--- src/design/avss_pkg.sv ---
`timescale 1ns / 1ps
// Shared types and codes for the A/V sync startup sequencer.
// No dependencies.
package avss_pkg;

  localparam int unsigned KIND_W = 4;
  localparam int unsigned PHASE_W = 4;
  localparam int unsigned GEN_FIELD_W = 64;

  // Event kinds
  localparam logic [KIND_W-1:0] KIND_BEGIN         = 4'd0;
  localparam logic [KIND_W-1:0] KIND_REACQUIRE     = 4'd1;
  localparam logic [KIND_W-1:0] KIND_CLOCKS_LOCKED = 4'd2;
  localparam logic [KIND_W-1:0] KIND_PRIMED        = 4'd3;
  localparam logic [KIND_W-1:0] KIND_RELEASE       = 4'd4;
  localparam logic [KIND_W-1:0] KIND_RUN           = 4'd5;
  localparam logic [KIND_W-1:0] KIND_FAIL          = 4'd6;
  localparam logic [KIND_W-1:0] KIND_STOP          = 4'd7;
  localparam logic [KIND_W-1:0] KIND_ABORT         = 4'd8;
  localparam logic [KIND_W-1:0] KIND_CLEAR         = 4'd9;

  // Phases
  localparam logic [PHASE_W-1:0] PH_IDLE      = 4'd0;
  localparam logic [PHASE_W-1:0] PH_ACQUIRING = 4'd1;
  localparam logic [PHASE_W-1:0] PH_PRIMING   = 4'd2;
  localparam logic [PHASE_W-1:0] PH_ARMED     = 4'd3;
  localparam logic [PHASE_W-1:0] PH_RELEASED  = 4'd4;
  localparam logic [PHASE_W-1:0] PH_RUNNING   = 4'd5;
  localparam logic [PHASE_W-1:0] PH_FAILED    = 4'd6;
  localparam logic [PHASE_W-1:0] PH_STOPPED   = 4'd7;
  localparam logic [PHASE_W-1:0] PH_ABORTED   = 4'd8;

  // Status codes
  localparam logic ST_ACCEPT = 1'b0;
  localparam logic ST_REJECT = 1'b1;

  typedef struct packed {
    logic [KIND_W-1:0]      kind;
    logic [GEN_FIELD_W-1:0] event_generation;
  } avss_in_t;

  typedef struct packed {
    logic                   status;
    logic [PHASE_W-1:0]     phase;
    logic                   generation_present;
    logic [GEN_FIELD_W-1:0] held_generation_out;
  } avss_out_t;

endpackage

--- src/design/av_sync_startup_sequencer_unit.sv ---
`timescale 1ns / 1ps
// A/V sync startup sequencer: event guard checks and phase/generation tracking.
// Depends on avss_pkg.
//
// Usage notes
// - Input channel (in_valid_i / in_stall_o / in_data_i): one event per transfer,
//   a kind code and a generation number (low GEN_WIDTH bits used).
// - Output channel (out_valid_o / out_stall_i / out_data_o): exactly one result
//   per event: accept/reject status, phase, held-generation flag and value.
// - Path: an event is held in the event register, and its result is then
//   loaded into the result register, which drives the output.
// - Throughput: one event per cycle unless the receiver stalls. The event register
//   feeds a single pass of guard logic; the phase/generation state and the result
//   register load together, so the next event sees the updated state without a bubble.
// - Receiver stall: the result register holds; the event register still takes
//   one more event, after which in_stall_o rises until the result is taken.
// - Reset (rst_ni low, asynchronous): phase idle, no generation held, held
//   value zero, both stages empty.
module av_sync_startup_sequencer_unit
  import avss_pkg::*;
#(
  parameter int unsigned GEN_WIDTH = 64
) (
  input  logic      clk_i,
  input  logic      rst_ni,
  input  logic      in_valid_i,
  output logic      in_stall_o,
  input  avss_in_t  in_data_i,
  output logic      out_valid_o,
  input  logic      out_stall_i,
  output avss_out_t out_data_o
);

  // Event register stage
  logic                 ev_valid_q;
  logic [KIND_W-1:0]    ev_kind_q;
  logic [GEN_WIDTH-1:0] ev_gen_q;

  // Sequencer state
  logic [PHASE_W-1:0]   phase_q, phase_d;
  logic [GEN_WIDTH-1:0] held_gen_q, held_gen_d;
  logic                 held_flag_q, held_flag_d;

  // Result register
  logic      out_valid_q;
  avss_out_t out_data_q;

  logic advance;   // event stage moves into the result register
  logic ev_load;
  logic ok;
  logic terminal;
  logic gen_match;

  assign advance    = ev_valid_q && (!out_valid_q || !out_stall_i);
  assign ev_load    = !ev_valid_q || advance;
  assign in_stall_o = !ev_load;

  assign terminal  = (phase_q == PH_FAILED) || (phase_q == PH_STOPPED) ||
                     (phase_q == PH_ABORTED);
  assign gen_match = held_flag_q && (ev_gen_q == held_gen_q);

  // Guard checks and next state; rejected events leave the state alone
  always_comb begin
    ok          = 1'b0;
    phase_d     = phase_q;
    held_gen_d  = held_gen_q;
    held_flag_d = held_flag_q;
    case (ev_kind_q)
      KIND_CLEAR: begin
        ok          = 1'b1;
        phase_d     = PH_IDLE;
        held_gen_d  = '0;
        held_flag_d = 1'b0;
      end
      KIND_BEGIN: begin
        if (phase_q == PH_IDLE && !held_flag_q) begin
          ok          = 1'b1;
          phase_d     = PH_ACQUIRING;
          held_gen_d  = ev_gen_q;
          held_flag_d = 1'b1;
        end
      end
      KIND_REACQUIRE: begin
        if (held_flag_q && (ev_gen_q >= held_gen_q) && !terminal) begin
          ok         = 1'b1;
          phase_d    = PH_ACQUIRING;
          held_gen_d = ev_gen_q;
        end
      end
      KIND_CLOCKS_LOCKED: begin
        if (gen_match && phase_q == PH_ACQUIRING) begin
          ok      = 1'b1;
          phase_d = PH_PRIMING;
        end
      end
      KIND_PRIMED: begin
        if (gen_match && phase_q == PH_PRIMING) begin
          ok      = 1'b1;
          phase_d = PH_ARMED;
        end
      end
      KIND_RELEASE: begin
        if (gen_match && phase_q == PH_ARMED) begin
          ok      = 1'b1;
          phase_d = PH_RELEASED;
        end
      end
      KIND_RUN: begin
        if (gen_match && phase_q == PH_RELEASED) begin
          ok      = 1'b1;
          phase_d = PH_RUNNING;
        end
      end
      KIND_FAIL: begin
        if (gen_match && !terminal) begin
          ok      = 1'b1;
          phase_d = PH_FAILED;
        end
      end
      KIND_STOP: begin
        if (gen_match && phase_q != PH_ABORTED) begin
          ok      = 1'b1;
          phase_d = PH_STOPPED;
        end
      end
      KIND_ABORT: begin
        if (gen_match) begin
          ok      = 1'b1;
          phase_d = PH_ABORTED;
        end
      end
      default: begin
        ok = 1'b0;  // undefined kinds are rejected
      end
    endcase
  end

  // Event stage
  always_ff @(posedge clk_i or negedge rst_ni) begin
    if (!rst_ni) begin
      ev_valid_q <= 1'b0;
    end else if (ev_load) begin
      ev_valid_q <= in_valid_i;
    end
  end

  always_ff @(posedge clk_i) begin
    if (ev_load && in_valid_i) begin
      ev_kind_q <= in_data_i.kind;
      ev_gen_q  <= in_data_i.event_generation[GEN_WIDTH-1:0];
    end
  end

  // State and result register
  always_ff @(posedge clk_i or negedge rst_ni) begin
    if (!rst_ni) begin
      phase_q     <= PH_IDLE;
      held_gen_q  <= '0;
      held_flag_q <= 1'b0;
      out_valid_q <= 1'b0;
    end else begin
      if (advance) begin
        phase_q     <= phase_d;
        held_gen_q  <= held_gen_d;
        held_flag_q <= held_flag_d;
      end
      if (advance) begin
        out_valid_q <= 1'b1;
      end else if (!out_stall_i) begin
        out_valid_q <= 1'b0;
      end
    end
  end

  always_ff @(posedge clk_i) begin
    if (advance) begin
      out_data_q.status              <= ok ? ST_ACCEPT : ST_REJECT;
      out_data_q.phase               <= phase_d;
      out_data_q.generation_present  <= held_flag_d;
      out_data_q.held_generation_out <= held_flag_d ? GEN_FIELD_W'(held_gen_d)
                                                     : '0;
    end
  end

  assign out_valid_o = out_valid_q;
  assign out_data_o  = out_data_q;

  // Checks
  a_reject_holds_state : assert property (@(posedge clk_i) disable iff (!rst_ni)
    advance && !ok |=> $stable(phase_q) && $stable(held_flag_q) && $stable(held_gen_q))
    else $error("rejected event changed sequencer state");

  a_advance_fills_result : assert property (@(posedge clk_i) disable iff (!rst_ni)
    advance |=> out_valid_q)
    else $error("event advanced without a result");

  a_no_gen_is_zero : assert property (@(posedge clk_i) disable iff (!rst_ni)
    !held_flag_q |-> held_gen_q == '0)
    else $error("held generation non-zero with no generation held");

  a_phase_in_range : assert property (@(posedge clk_i) disable iff (!rst_ni)
    phase_q <= PH_ABORTED)
    else $error("phase out of range");

  a_stalled_result_kept : assert property (@(posedge clk_i) disable iff (!rst_ni)
    out_valid_q && out_stall_i |=> out_valid_q && $stable(out_data_q))
    else $error("stalled result lost or changed");

endmodule

--- config.mk ---
export PLATFORM = sky130hd
export DESIGN_NAME = av_sync_startup_sequencer_unit
export DESIGN_NICKNAME = d
export VERILOG_FILES = /design/src/design/avss_pkg.sv /design/src/design/av_sync_startup_sequencer_unit.sv
export SDC_FILE = /design/constraint.sdc
export NUM_CORES = 1
export LEC_CHECK = 0
export BUFFER_PORTS_ARGS = -buffer_cell sky130_fd_sc_hd__buf_2
export CORE_UTILIZATION = 35
export CTS_BUF_LIST = sky130_fd_sc_hd__clkbuf_8
export DETAILED_ROUTE_END_ITERATION = 10
export PLACE_DENSITY = 0.57
export SLEW_MARGIN = 10
export SYNTH_ARGS = -nofsm -noshare
export SYNTH_HDL_FRONTEND = slang
export SYNTH_SLANG_ARGS = --single-unit
--- constraint.sdc ---
create_clock -name clk_i -period 8.3 [get_ports clk_i]
set_input_delay 1.66 -clock clk_i [delete_from_list [all_inputs] [get_ports clk_i]]
set_output_delay 1.66 -clock clk_i [all_outputs]
set_load 0.05 [all_outputs]
==> results.yml, run 1 <==
global_routing:
  grt_pass1_wl_um: 36220
  grt_use_total: 0.1641
  grt_max_degree: 72
  grt_antenna_before_repair: 0
  grt_pass1_vias: 6512
  overflow: 0
sta:
  hold_viol: 0
  slew_violations: 0
  setup_violations: 0
  max_slew_margin: 0.2914
  timing.final.crit_period_ns: 3.833
  worst_clock_skew_ns: 0.01946
  timing.hold.ws_ns: 0.4962
  max_freq_mhz: 260.9
  rsz0062_at_grt: "no"
  fin_crit_sh: 0.4618
  setup_ws_ns: 4.467
  fin_setup_tns_ns: 0
  worstMarginPinSlew_ns: 1.063
finish:
  final_cells: 1254
  area_growth_syn_to_layout_pct: 16.46
  layout-drive-gt1-share: 0.2256
  postLayoutCellArea_sq_mm: 0.01129
  antenna_cells: 0
  nets: 1021
yosys:
  synth_common_cells: "edfxtp_1, a22o_1, inv_1"
  yosysWarnings: 0
  synth-seq-area-share: 0.6110
  ys_seq_elements: 209
  yosys.area.top_type_share: 0.4276
  yosys.cell_types.count: 57
  yosysTopAreaCell: "edfxtp_1"
  synthFlopType: "edfxtp_1"
  syn_avg_cell_area_sq_um: 13.17
  netlist_top_cells_area: "edfxtp_1, dfrtp_1, a22o_1"
  async_flop_share: 0.3397
  synth_most_common_cell: "edfxtp_1"
  synth_edf_count: 138
  synthesis.area_sq_mm: 0.009691
  synth_cells: 736
  synth_nets: 872
worst_setup_path:
  worstSetupPathDepth: 4
  r2r-end: "held_gen_q[58]"
  path_class: "input port to primary output"
  reg2reg_from: "ev_gen_q[14]"
  startpoint_type: "input port"
  cpMostUsedCell: "buf_2"
  timing.critical_path.to: "in_stall_o"
  critPathCaptureType: "primary output"
  worstPathCellList: "buf_2 -> nand3_1 -> inv_1 -> buf_2"
  worst_ep_arrival_time_ns: 2.17
  worstPathRequired_ns: 6.64
  rrSetupSlack_ns: 4.49
  crit_fanout: 3
  crit_path_max_incr_delay_ns: 0.25
  worst-r2r-cell-count: 11
  slowest_stage: "buf_2"
  critPathBufInv: 3
  worstSetupStartpoint: "out_stall_i"
  crit_family: "buffers and inverters"
floorplanning:
  fp.dieH_um: 168.4
  pin_count: 144
  dieArea_sq_mm: 0.02836
  placementRows: 60
  die_x_um: 168.4
  initial_core_util: 0.3586
  fp.coreArea_sq_mm: 0.02703
power_and_ir_drop:
  power.density_mw_per_mm2: 248.9
  p_seq_frac: 0.480
  ir_drop_mv: 0.1020
  power_frac_comb: 0.208
  leakagePower_nw: 4.717
  clkPwrFrac: 0.312
  internal_power_mw: 1.912
  switching_share: 0.3193
  switching_power_mw: 0.8970
detailed_routing:
  drcViolationCount: 0
  wl_um: 23040
  ant_nets: 0
  via_count: 6443
  vias_per_cell: 5.138
  wl_per_cell_um: 18.37
  dr.first_iter.drc_count: 369
  drt_first_pass_iters: 4
flow_run:
  cap_violations: 0
clock_tree:
  clkTransAtPathRegs_ns: 0.05
  ctsResizeCount: 0
  cts.path.max_buffers: 3
  clock-sinks: 209
  htreeDepth: 2
  cts_setup_buffers: 0
  cts-root-buf: "clkbuf_8"
  cts_tree: "built"
  cts_made_buffers: 37
  cts_hold_buf: 0
  insertion_delay_ns: 0.52
placed_design:
  dp_hpwl_um: 14420
  numPlacedInstances: 1187
  place_area_sq_mm: 0.01061
  portBuffers: 143
  place.gp.congestion: 0.8658
  pre_cts_slack_ns: 4.471
run_status:
  status: "finished clean"
worst_hold_path:
  hold_class: "flip-flop to flip-flop"
  hp-start: "ev_valid_q"
## flip-flops by register name, summed over array words and instances (netlist names)
register / cells
ev_valid_q: 1
phase_q: 4
held_gen_q: 64
ev_kind_q: 4
held_flag_q: 1
out_valid_o: 1
ev_gen_q: 64
out_data_o: 70
## power by group through the flow
stage,logic [mW],clock network [mW],registers [mW]
after floorplan,0.359,0,1.46
after global placement,0.584,0,1.37
after detailed placement,0.594,0,1.37
after CTS,0.596,0.909,1.35
after global routing,0.651,0.952,1.36
final,0.586,0.876,1.35
## per-stage QoR
step / utilization / power [mW]
floorplan: - / 1.816
global placement: 0.3924 / 1.953
detailed placement: 0.3924 / 1.960
CTS: 0.4176 / 2.854
global route: 0.4176 / 2.967
finish: 0.4176 / 2.809
## cell type report
type / instances / area (sq um)
Fill cell: 2644 / 15740
Clock inverter: 25 / 102.6
Clock buffer: 42 / 578.1
Tap cell: 341 / 426.7
Sequential cell: 209 / 5921
Timing Repair Buffer: 146 / 740.7
Multi-Input combinational cell: 417 / 3238
Inverter: 74 / 279.0
## routing by layer
layer / vias up / wire [um] / GRT usage
li1: 3127 / - / -
met1: 3118 / 10430 / 0.2205
met2: 170 / 11020 / 0.2693
met3: 28 / 1247 / 0.03291
met4: 0 / 333 / 0.04585
met5: - / 0 / 0
## how the worst min path moves through the flow
| stage | endpoint | slack, ns | cells after the start |
|---|---|---|---|
| 2_1_floorplan | out_valid_o | 0.46 | 1 |
| 3_3_place_gp | out_valid_o | 0.47 | 1 |
| 3_5_place_dp | out_valid_o | 0.48 | 1 |
| 4_1_cts | out_valid_o | 0.50 | 1 |
| 5_1_grt | out_valid_o | 0.53 | 1 |
| 6_report | out_valid_o | 0.50 | 1 |
## cells by family (layout without fill, tap and decap cells)
logic type	after synthesis	after routing	synth area share
flops	209	209	0.6110
fa+ha+maj	64	64	0.08263
buf+inv	110	287	0.05539
compound gates	229	229	0.1837
simple gates	123	123	0.06611
mux	1	1	0.001162
## cells in the final DEF (no fill, tap or decap), types with 2 or more instances in the layout
cell,instances
a21o_1,2
o211ai_1,2
and2_1,3
nor3_1,9
clkbuf_8,42
nand2_1,36
inv_1,86
or4_1,4
a22o_1,130
a221o_1,2
a211oi_1,3
nand3_1,12
buf_2,142
nand2b_1,7
a21oi_1,42
edfxtp_1,138
o21a_1,2
clkinv_2,4
nor4_1,6
buf_4,4
dfrtp_1,71
nand4_1,14
nor2_1,20
ha_1,64
a31o_2,2
clkinv_1,8
a31oi_1,3
or3_1,2
a221oi_1,5
o21ai_0,17
Power figures use the tool's default switching activity.
==> run 2, diff against run 1 <==
- ABC_AREA: not set -> 1
- clock period: 8.3 -> 3.7 ns (I/O delays scaled with it)
==> results.yml, run 2 <==
finish:
  antenna_cells: 0
  postLayoutCellArea_sq_mm: 0.01399
  largest_register_ff_count: 70
  layout_common_cells: "nand2_1, inv_1, nand3_1"
  area_growth_syn_to_layout_pct: 16.36
  final_cells: 2048
  final_util: 0.4151
  final_common_cell: "nand2_1"
  nets: 1705
  nFillCells: 3391
  layout-drive-gt1-share: 0.1650
yosys:
  synth_nets: 1571
  synthesis.area_sq_mm: 0.01202
  synthMuxAreaShare: 0
  synth_xor_area_frac: 0
  syn_avg_cell_area_sq_um: 8.377
  synth_cells: 1435
  synth_edf_count: 138
  yosysWarnings: 0
  synthFlopType: "edfxtp_1"
  synth_compound_area_frac: 0.09898
  netlist_top_cells_area: "edfxtp_1, dfrtp_1, nand2_1"
  yosys.cell_types.count: 34
  synth_most_common_cell: "nand2_1"
  synthSimpleGateAreaFrac: 0.2665
  async_flop_share: 0.3397
  synth_common_cells: "nand2_1, nand3_1, inv_1"
  synth_top_family_by_area: "simple AND/OR/NAND/NOR gates"
  yosysTopAreaCell: "edfxtp_1"
  synth_fa_ha_area_frac: 0.06661
  ys_seq_elements: 209
  synth-seq-area-share: 0.4925
  yosys.area.top_type_share: 0.3447
floorplanning:
  fp.dieH_um: 187.3
  initial_core_util: 0.3567
  placementRows: 67
  fp.coreArea_sq_mm: 0.03370
  die_x_um: 187.3
  dieArea_sq_mm: 0.03509
  pin_count: 144
clock_tree:
  cts_made_buffers: 40
  ctsResizeCount: 0
  cts-root-buf: "clkbuf_8"
  insertion_delay_ns: 0.57
  clkTransAtPathRegs_ns: 0.07
  cts_setup_buffers: 0
  clock-sinks: 209
  htreeDepth: 2
  cts_tree: "built"
  cts_hold_buf: 0
  cts.path.max_buffers: 3
power_and_ir_drop:
  totalPowerFinal_mw: 9.357
  power.density_mw_per_mm2: 668.9
  p_seq_frac: 0.359
  internal_power_mw: 5.291
  switching_share: 0.4345
  ir_drop_mv: 0.3371
  leakagePower_nw: 6.364
  switching_power_mw: 4.066
  clkPwrFrac: 0.237
  power_frac_comb: 0.404
placed_design:
  place.gp.congestion: 0.8517
  pre_cts_slack_ns: 0.4278
  place_area_sq_mm: 0.01323
  numPlacedInstances: 1975
  portBuffers: 143
  dp_hpwl_um: 22460
sta:
  rsz0062_at_grt: "no"
  setup_violations: 0
  worst_clock_skew_ns: 0.02471
  hold_viol: 0
  timing.hold.ws_ns: 0.2462
  slew_violations: 0
  max_freq_mhz: 305.7
  fin_crit_sh: 0.8841
  timing.final.crit_period_ns: 3.271
  setup_ws_ns: 0.4287
  fin_setup_tns_ns: 0
  worstMarginPinSlew_ns: 0.8047
  max_slew_margin: 0.4636
global_routing:
  grt_max_degree: 83
  grt_pass1_vias: 10150
  grt_use_total: 0.1996
  overflow: 0
  grt_pass1_wl_um: 55120
  grt_antenna_before_repair: 0
detailed_routing:
  ant_nets: 0
  wl_um: 34870
  drt_first_pass_iters: 5
  drcViolationCount: 0
  via_count: 10490
  wl_per_cell_um: 17.03
  dr.first_iter.drc_count: 705
  vias_per_cell: 5.120
worst_setup_path:
  worstPathCellList: "inv_1 -> ha_1 -> nand2_1 -> nor2_1 -> inv_1 -> nor2_1 -> nand2_1 -> nor2_4 -> inv_2 -> nand2_1 -> nor2_1 -> nand2_4 -> nand2_4 -> nand2_4 -> nand2_4 -> nand2_1 -> a31oi_1"
  path_class: "flip-flop to flip-flop"
  worstPathRequired_ns: 3.99
  critPathCaptureType: "flip-flop"
  crit_path_max_incr_delay_ns: 0.39
  crit_fanout: 28
  startpoint_type: "flip-flop"
  slowest_stage: "dfrtp_1"
  worst_ep_arrival_time_ns: 3.56
run_status:
  status: "finished clean"
flow_run:
  cap_violations: 0
worst_hold_path:
  hold_class: "input port to asynchronous set/reset pin"
-- run 2: cell types whose count changed after synthesis, moves of 26 or more --
cell	before	now
o21ai_0	17	85
nand2_1	36	363
inv_1	72	144
a22o_1	130	0
nand4_1	14	67
o211ai_1	2	28
o21ai_1	1	32
clkbuf_1	11	52
nor2_1	20	91
nand3_1	12	154
-- run 2: layer usage --
layer | vias up | track usage | routed length [um]
met4 | 0 | 0.06620 | 794
li1 | 5193 | - | -
met3 | 60 | 0.03396 | 2074
met2 | 335 | 0.3233 | 15910
met1 | 4898 | 0.2698 | 16090
met5 | - | 0 | 0
-- run 2: layout make-up --
class                   instances  area (sq um)  area share
well taps                     448         560.5     0.04007
clock inverters                29         148.9     0.01064
inverters                     151         568.0     0.04061
clock buffers                  44         605.6     0.04329
flip-flops and latches        209          5921      0.4233
multi-input cells             998          5221      0.3733
repair buffers                169         963.4     0.06887
-- run 2: final timing paths --
| check | from | end | slack [ns] | cells after the start |
|---|---|---|---|---|
| min in group clk_i | in_data_i[34] | ev_gen_q[34] | 0.34 | 1 |
| worst max register to register | held_gen_q[23] | out_data_o[4] | 0.43 | 17 |
| worst min register to register | ev_valid_q | out_valid_o | 0.50 | 2 |
| max in group asynchronous | rst_ni | held_gen_q[38] | 2.71 | 2 |
| worst max-delay path | held_gen_q[23] | out_data_o[4] | 0.43 | 17 |
| worst min-delay path | rst_ni | held_gen_q[8] | 0.25 | 1 |
-- run 2: cells by family (layout without fill, tap and decap cells) --
| kind of cell | Yosys count | count (layout) |
|---|---|---|
| buf+inv | 228 | 393 |
| compound gates | 213 | 213 |
| simple gates | 721 | 721 |
| flops | 209 | 209 |
| fa+ha+maj | 64 | 64 |
-- run 2: worst max-delay path: cells and delay by family (launching register included) --
kind / cells / cell delay (ns)
AO/OA/AOI/OAI: 1 / 0.09
adder cells (fa/ha/maj): 1 / 0.30
buffers and inverters: 3 / 0.18
flip-flops: 1 / 0.39
AND/OR/NAND/NOR: 12 / 2.01
-- run 2: power by group through the flow --
| stage | sequential (mW) | clock, mW | combinational [mW] |
|---|---|---|---|
| 2_1_floorplan | 3.73 | 0 | 2.44 |
| 3_3_place_gp | 3.39 | 0 | 3.73 |
| 3_5_place_dp | 3.39 | 0 | 3.78 |
| 4_1_cts | 3.36 | 2.29 | 3.79 |
| 5_1_grt | 3.42 | 2.38 | 4.26 |
| 6_report | 3.36 | 2.22 | 3.78 |
==> run 3, diff against run 2 <==
- MAX_ROUTING_LAYER: not set -> met4
- SLEW_MARGIN: 10 -> not set
==> results.yml, run 3 (same netlist as run 2, synthesis figures left out) <==
run_status:
  status: "finished clean"
power_and_ir_drop:
  clkPwrFrac: 0.243
  ir_drop_mv: 0.3231
  internal_power_mw: 5.390
  leakagePower_nw: 6.368
  switching_power_mw: 4.029
  power.density_mw_per_mm2: 671.9
  totalPowerFinal_mw: 9.418
  power_frac_comb: 0.401
  p_seq_frac: 0.356
  switching_share: 0.4278
global_routing:
  grt_max_degree: 83
  grt_antenna_before_repair: 0
  top_usage_layer: "met2"
  grt_util_met1: 0.2714
  grt_use_total: 0.2045
  overflow: 0
  use_met3: 0.04071
  grt_pass1_vias: 9976
  grt_pass1_wl_um: 54940
  grtUsageMet2: 0.3180
worst_setup_path:
  worst_ep_arrival_time_ns: 3.55
  crit_fanout: 28
  cpMostUsedCell: "nand2_4"
  worstPathCellList: "inv_1 -> ha_1 -> nand2_1 -> nor2_1 -> inv_1 -> nor2_1 -> nand2_1 -> nor2_4 -> inv_2 -> nand2_1 -> nor2_1 -> nand2_4 -> nand2_4 -> nand2_4 -> nand2_4 -> nand2_2 -> a31oi_1"
  reg2reg_from: "held_gen_q[23]"
  rrSetupSlack_ns: 0.43
  startpoint_type: "flip-flop"
  critPathCaptureType: "flip-flop"
  path_class: "flip-flop to flip-flop"
  worstSetupStartpoint: "held_gen_q[23]"
  worstPathRequired_ns: 3.98
  slowest_stage: "dfrtp_1"
  crit_path_max_incr_delay_ns: 0.38
clock_tree:
  cts_hold_buf: 0
  insertion_delay_ns: 0.56
  cts_setup_buffers: 0
  htreeDepth: 2
  cts.path.max_buffers: 3
  cts_made_buffers: 40
  clkTransAtPathRegs_ns: 0.06
  cts_tree: "built"
  ctsResizeCount: 0
  cts-root-buf: "clkbuf_8"
  clock-sinks: 209
finish:
  layout-drive-gt1-share: 0.1627
  final_common_cell: "nand2_1"
  area_growth_syn_to_layout_pct: 16.60
  final_cells: 2046
  antenna_cells: 0
  layout_common_cells: "nand2_1, inv_1, nand3_1"
  nets: 1703
  largest_register_ff_count: 70
  postLayoutCellArea_sq_mm: 0.01402
floorplanning:
  fp.dieH_um: 187.3
  dieArea_sq_mm: 0.03509
  die_x_um: 187.3
  placementRows: 67
  pin_count: 144
  fp.coreArea_sq_mm: 0.03370
  initial_core_util: 0.3567
sta:
  worst_clock_skew_ns: 0.02704
  max_freq_mhz: 305.6
  fin_crit_sh: 0.8843
  rsz0062_at_grt: "no"
  worstMarginPinSlew_ns: 0.8212
  timing.hold.ws_ns: 0.2755
  timing.final.crit_period_ns: 3.272
  max_slew_margin: 0.4525
  setup_violations: 0
  slew_violations: 0
  fin_setup_tns_ns: 0
  hold_viol: 0
placed_design:
  portBuffers: 143
  place_area_sq_mm: 0.01323
  place.gp.congestion: 0.8856
  dp_hpwl_um: 22030
  numPlacedInstances: 1973
detailed_routing:
  via_count: 10570
  wl_per_cell_um: 16.93
  drt_first_pass_iters: 7
  wl_um: 34630
  ant_nets: 0
  dr.first_iter.drc_count: 843
  vias_per_cell: 5.165
  drcViolationCount: 0
flow_run:
  cap_violations: 0
worst_hold_path:
  hold_class: "input port to asynchronous set/reset pin"
run 3: cell count changes in the layout (fill, tap and decap cells not counted), sizes merged:
cell / previous run / this run
clkinv: 18 / 15
buf: 169 / 167
inv: 161 / 162
clkinvlp: 0 / 2
bufinv: 1 / 3
clkbuf: 44 / 42
run 3: routing by layer:
metal  wire length (um)  part of all wire  up-vias
met5                  0                 0        -
met4                734             0.021        0
met3               2291             0.066       62
met2              15690              0.45      347
met1              15910              0.46     4971
li1                   -                 -     5187
run 3: final timing paths:
check,endpoint,depth (start not counted)
min in group clk_i,ev_gen_q[53],1
min,phase_q[3],1
max,out_data_o[58],17
min reg2reg,out_valid_o,2
max reg2reg,out_data_o[58],17
max in group asynchronous,held_gen_q[44],2
run 3: critical path, delay by kind of cell, from the launching register on:
family,cells,cell delay (ns)
buffers and inverters,3,0.19
adders and majority gates,1,0.30
AOI/OAI and AO/OA,1,0.12
and+or+nand+nor,12,2.00
DFF,1,0.38
run 3: area by class of cell:
| type | count | area (sq um) |
|---|---|---|
| clock buffers | 42 | 578.1 |
| clock inverters | 31 | 207.7 |
| fillers | 3418 | 19680 |
| inverters | 151 | 568.0 |
| multi-input cells | 998 | 5221 |
| flip-flops and latches | 209 | 5921 |
| well taps | 448 | 560.5 |
| repair buffers | 167 | 960.9 |
run 3: power groups by stage:
stage                     Clock [mW]  Combinational (mW)  Sequential [mW]
final                           2.29                3.77             3.36
after global routing            2.46                4.28             3.42
after CTS                       2.37                3.81             3.36
after detailed placement           0                3.79             3.39
after global placement             0                3.74             3.39
after floorplan                    0                2.44             3.73
run 3: stage by stage:
step,utilization,setup WS (ns)
floorplan,-,0.6475
global placement,0.3926,0.4755
detailed placement,0.3926,0.4210
CTS,0.4159,0.3987
global route,0.4159,0.1628
finish,0.4159,0.4281
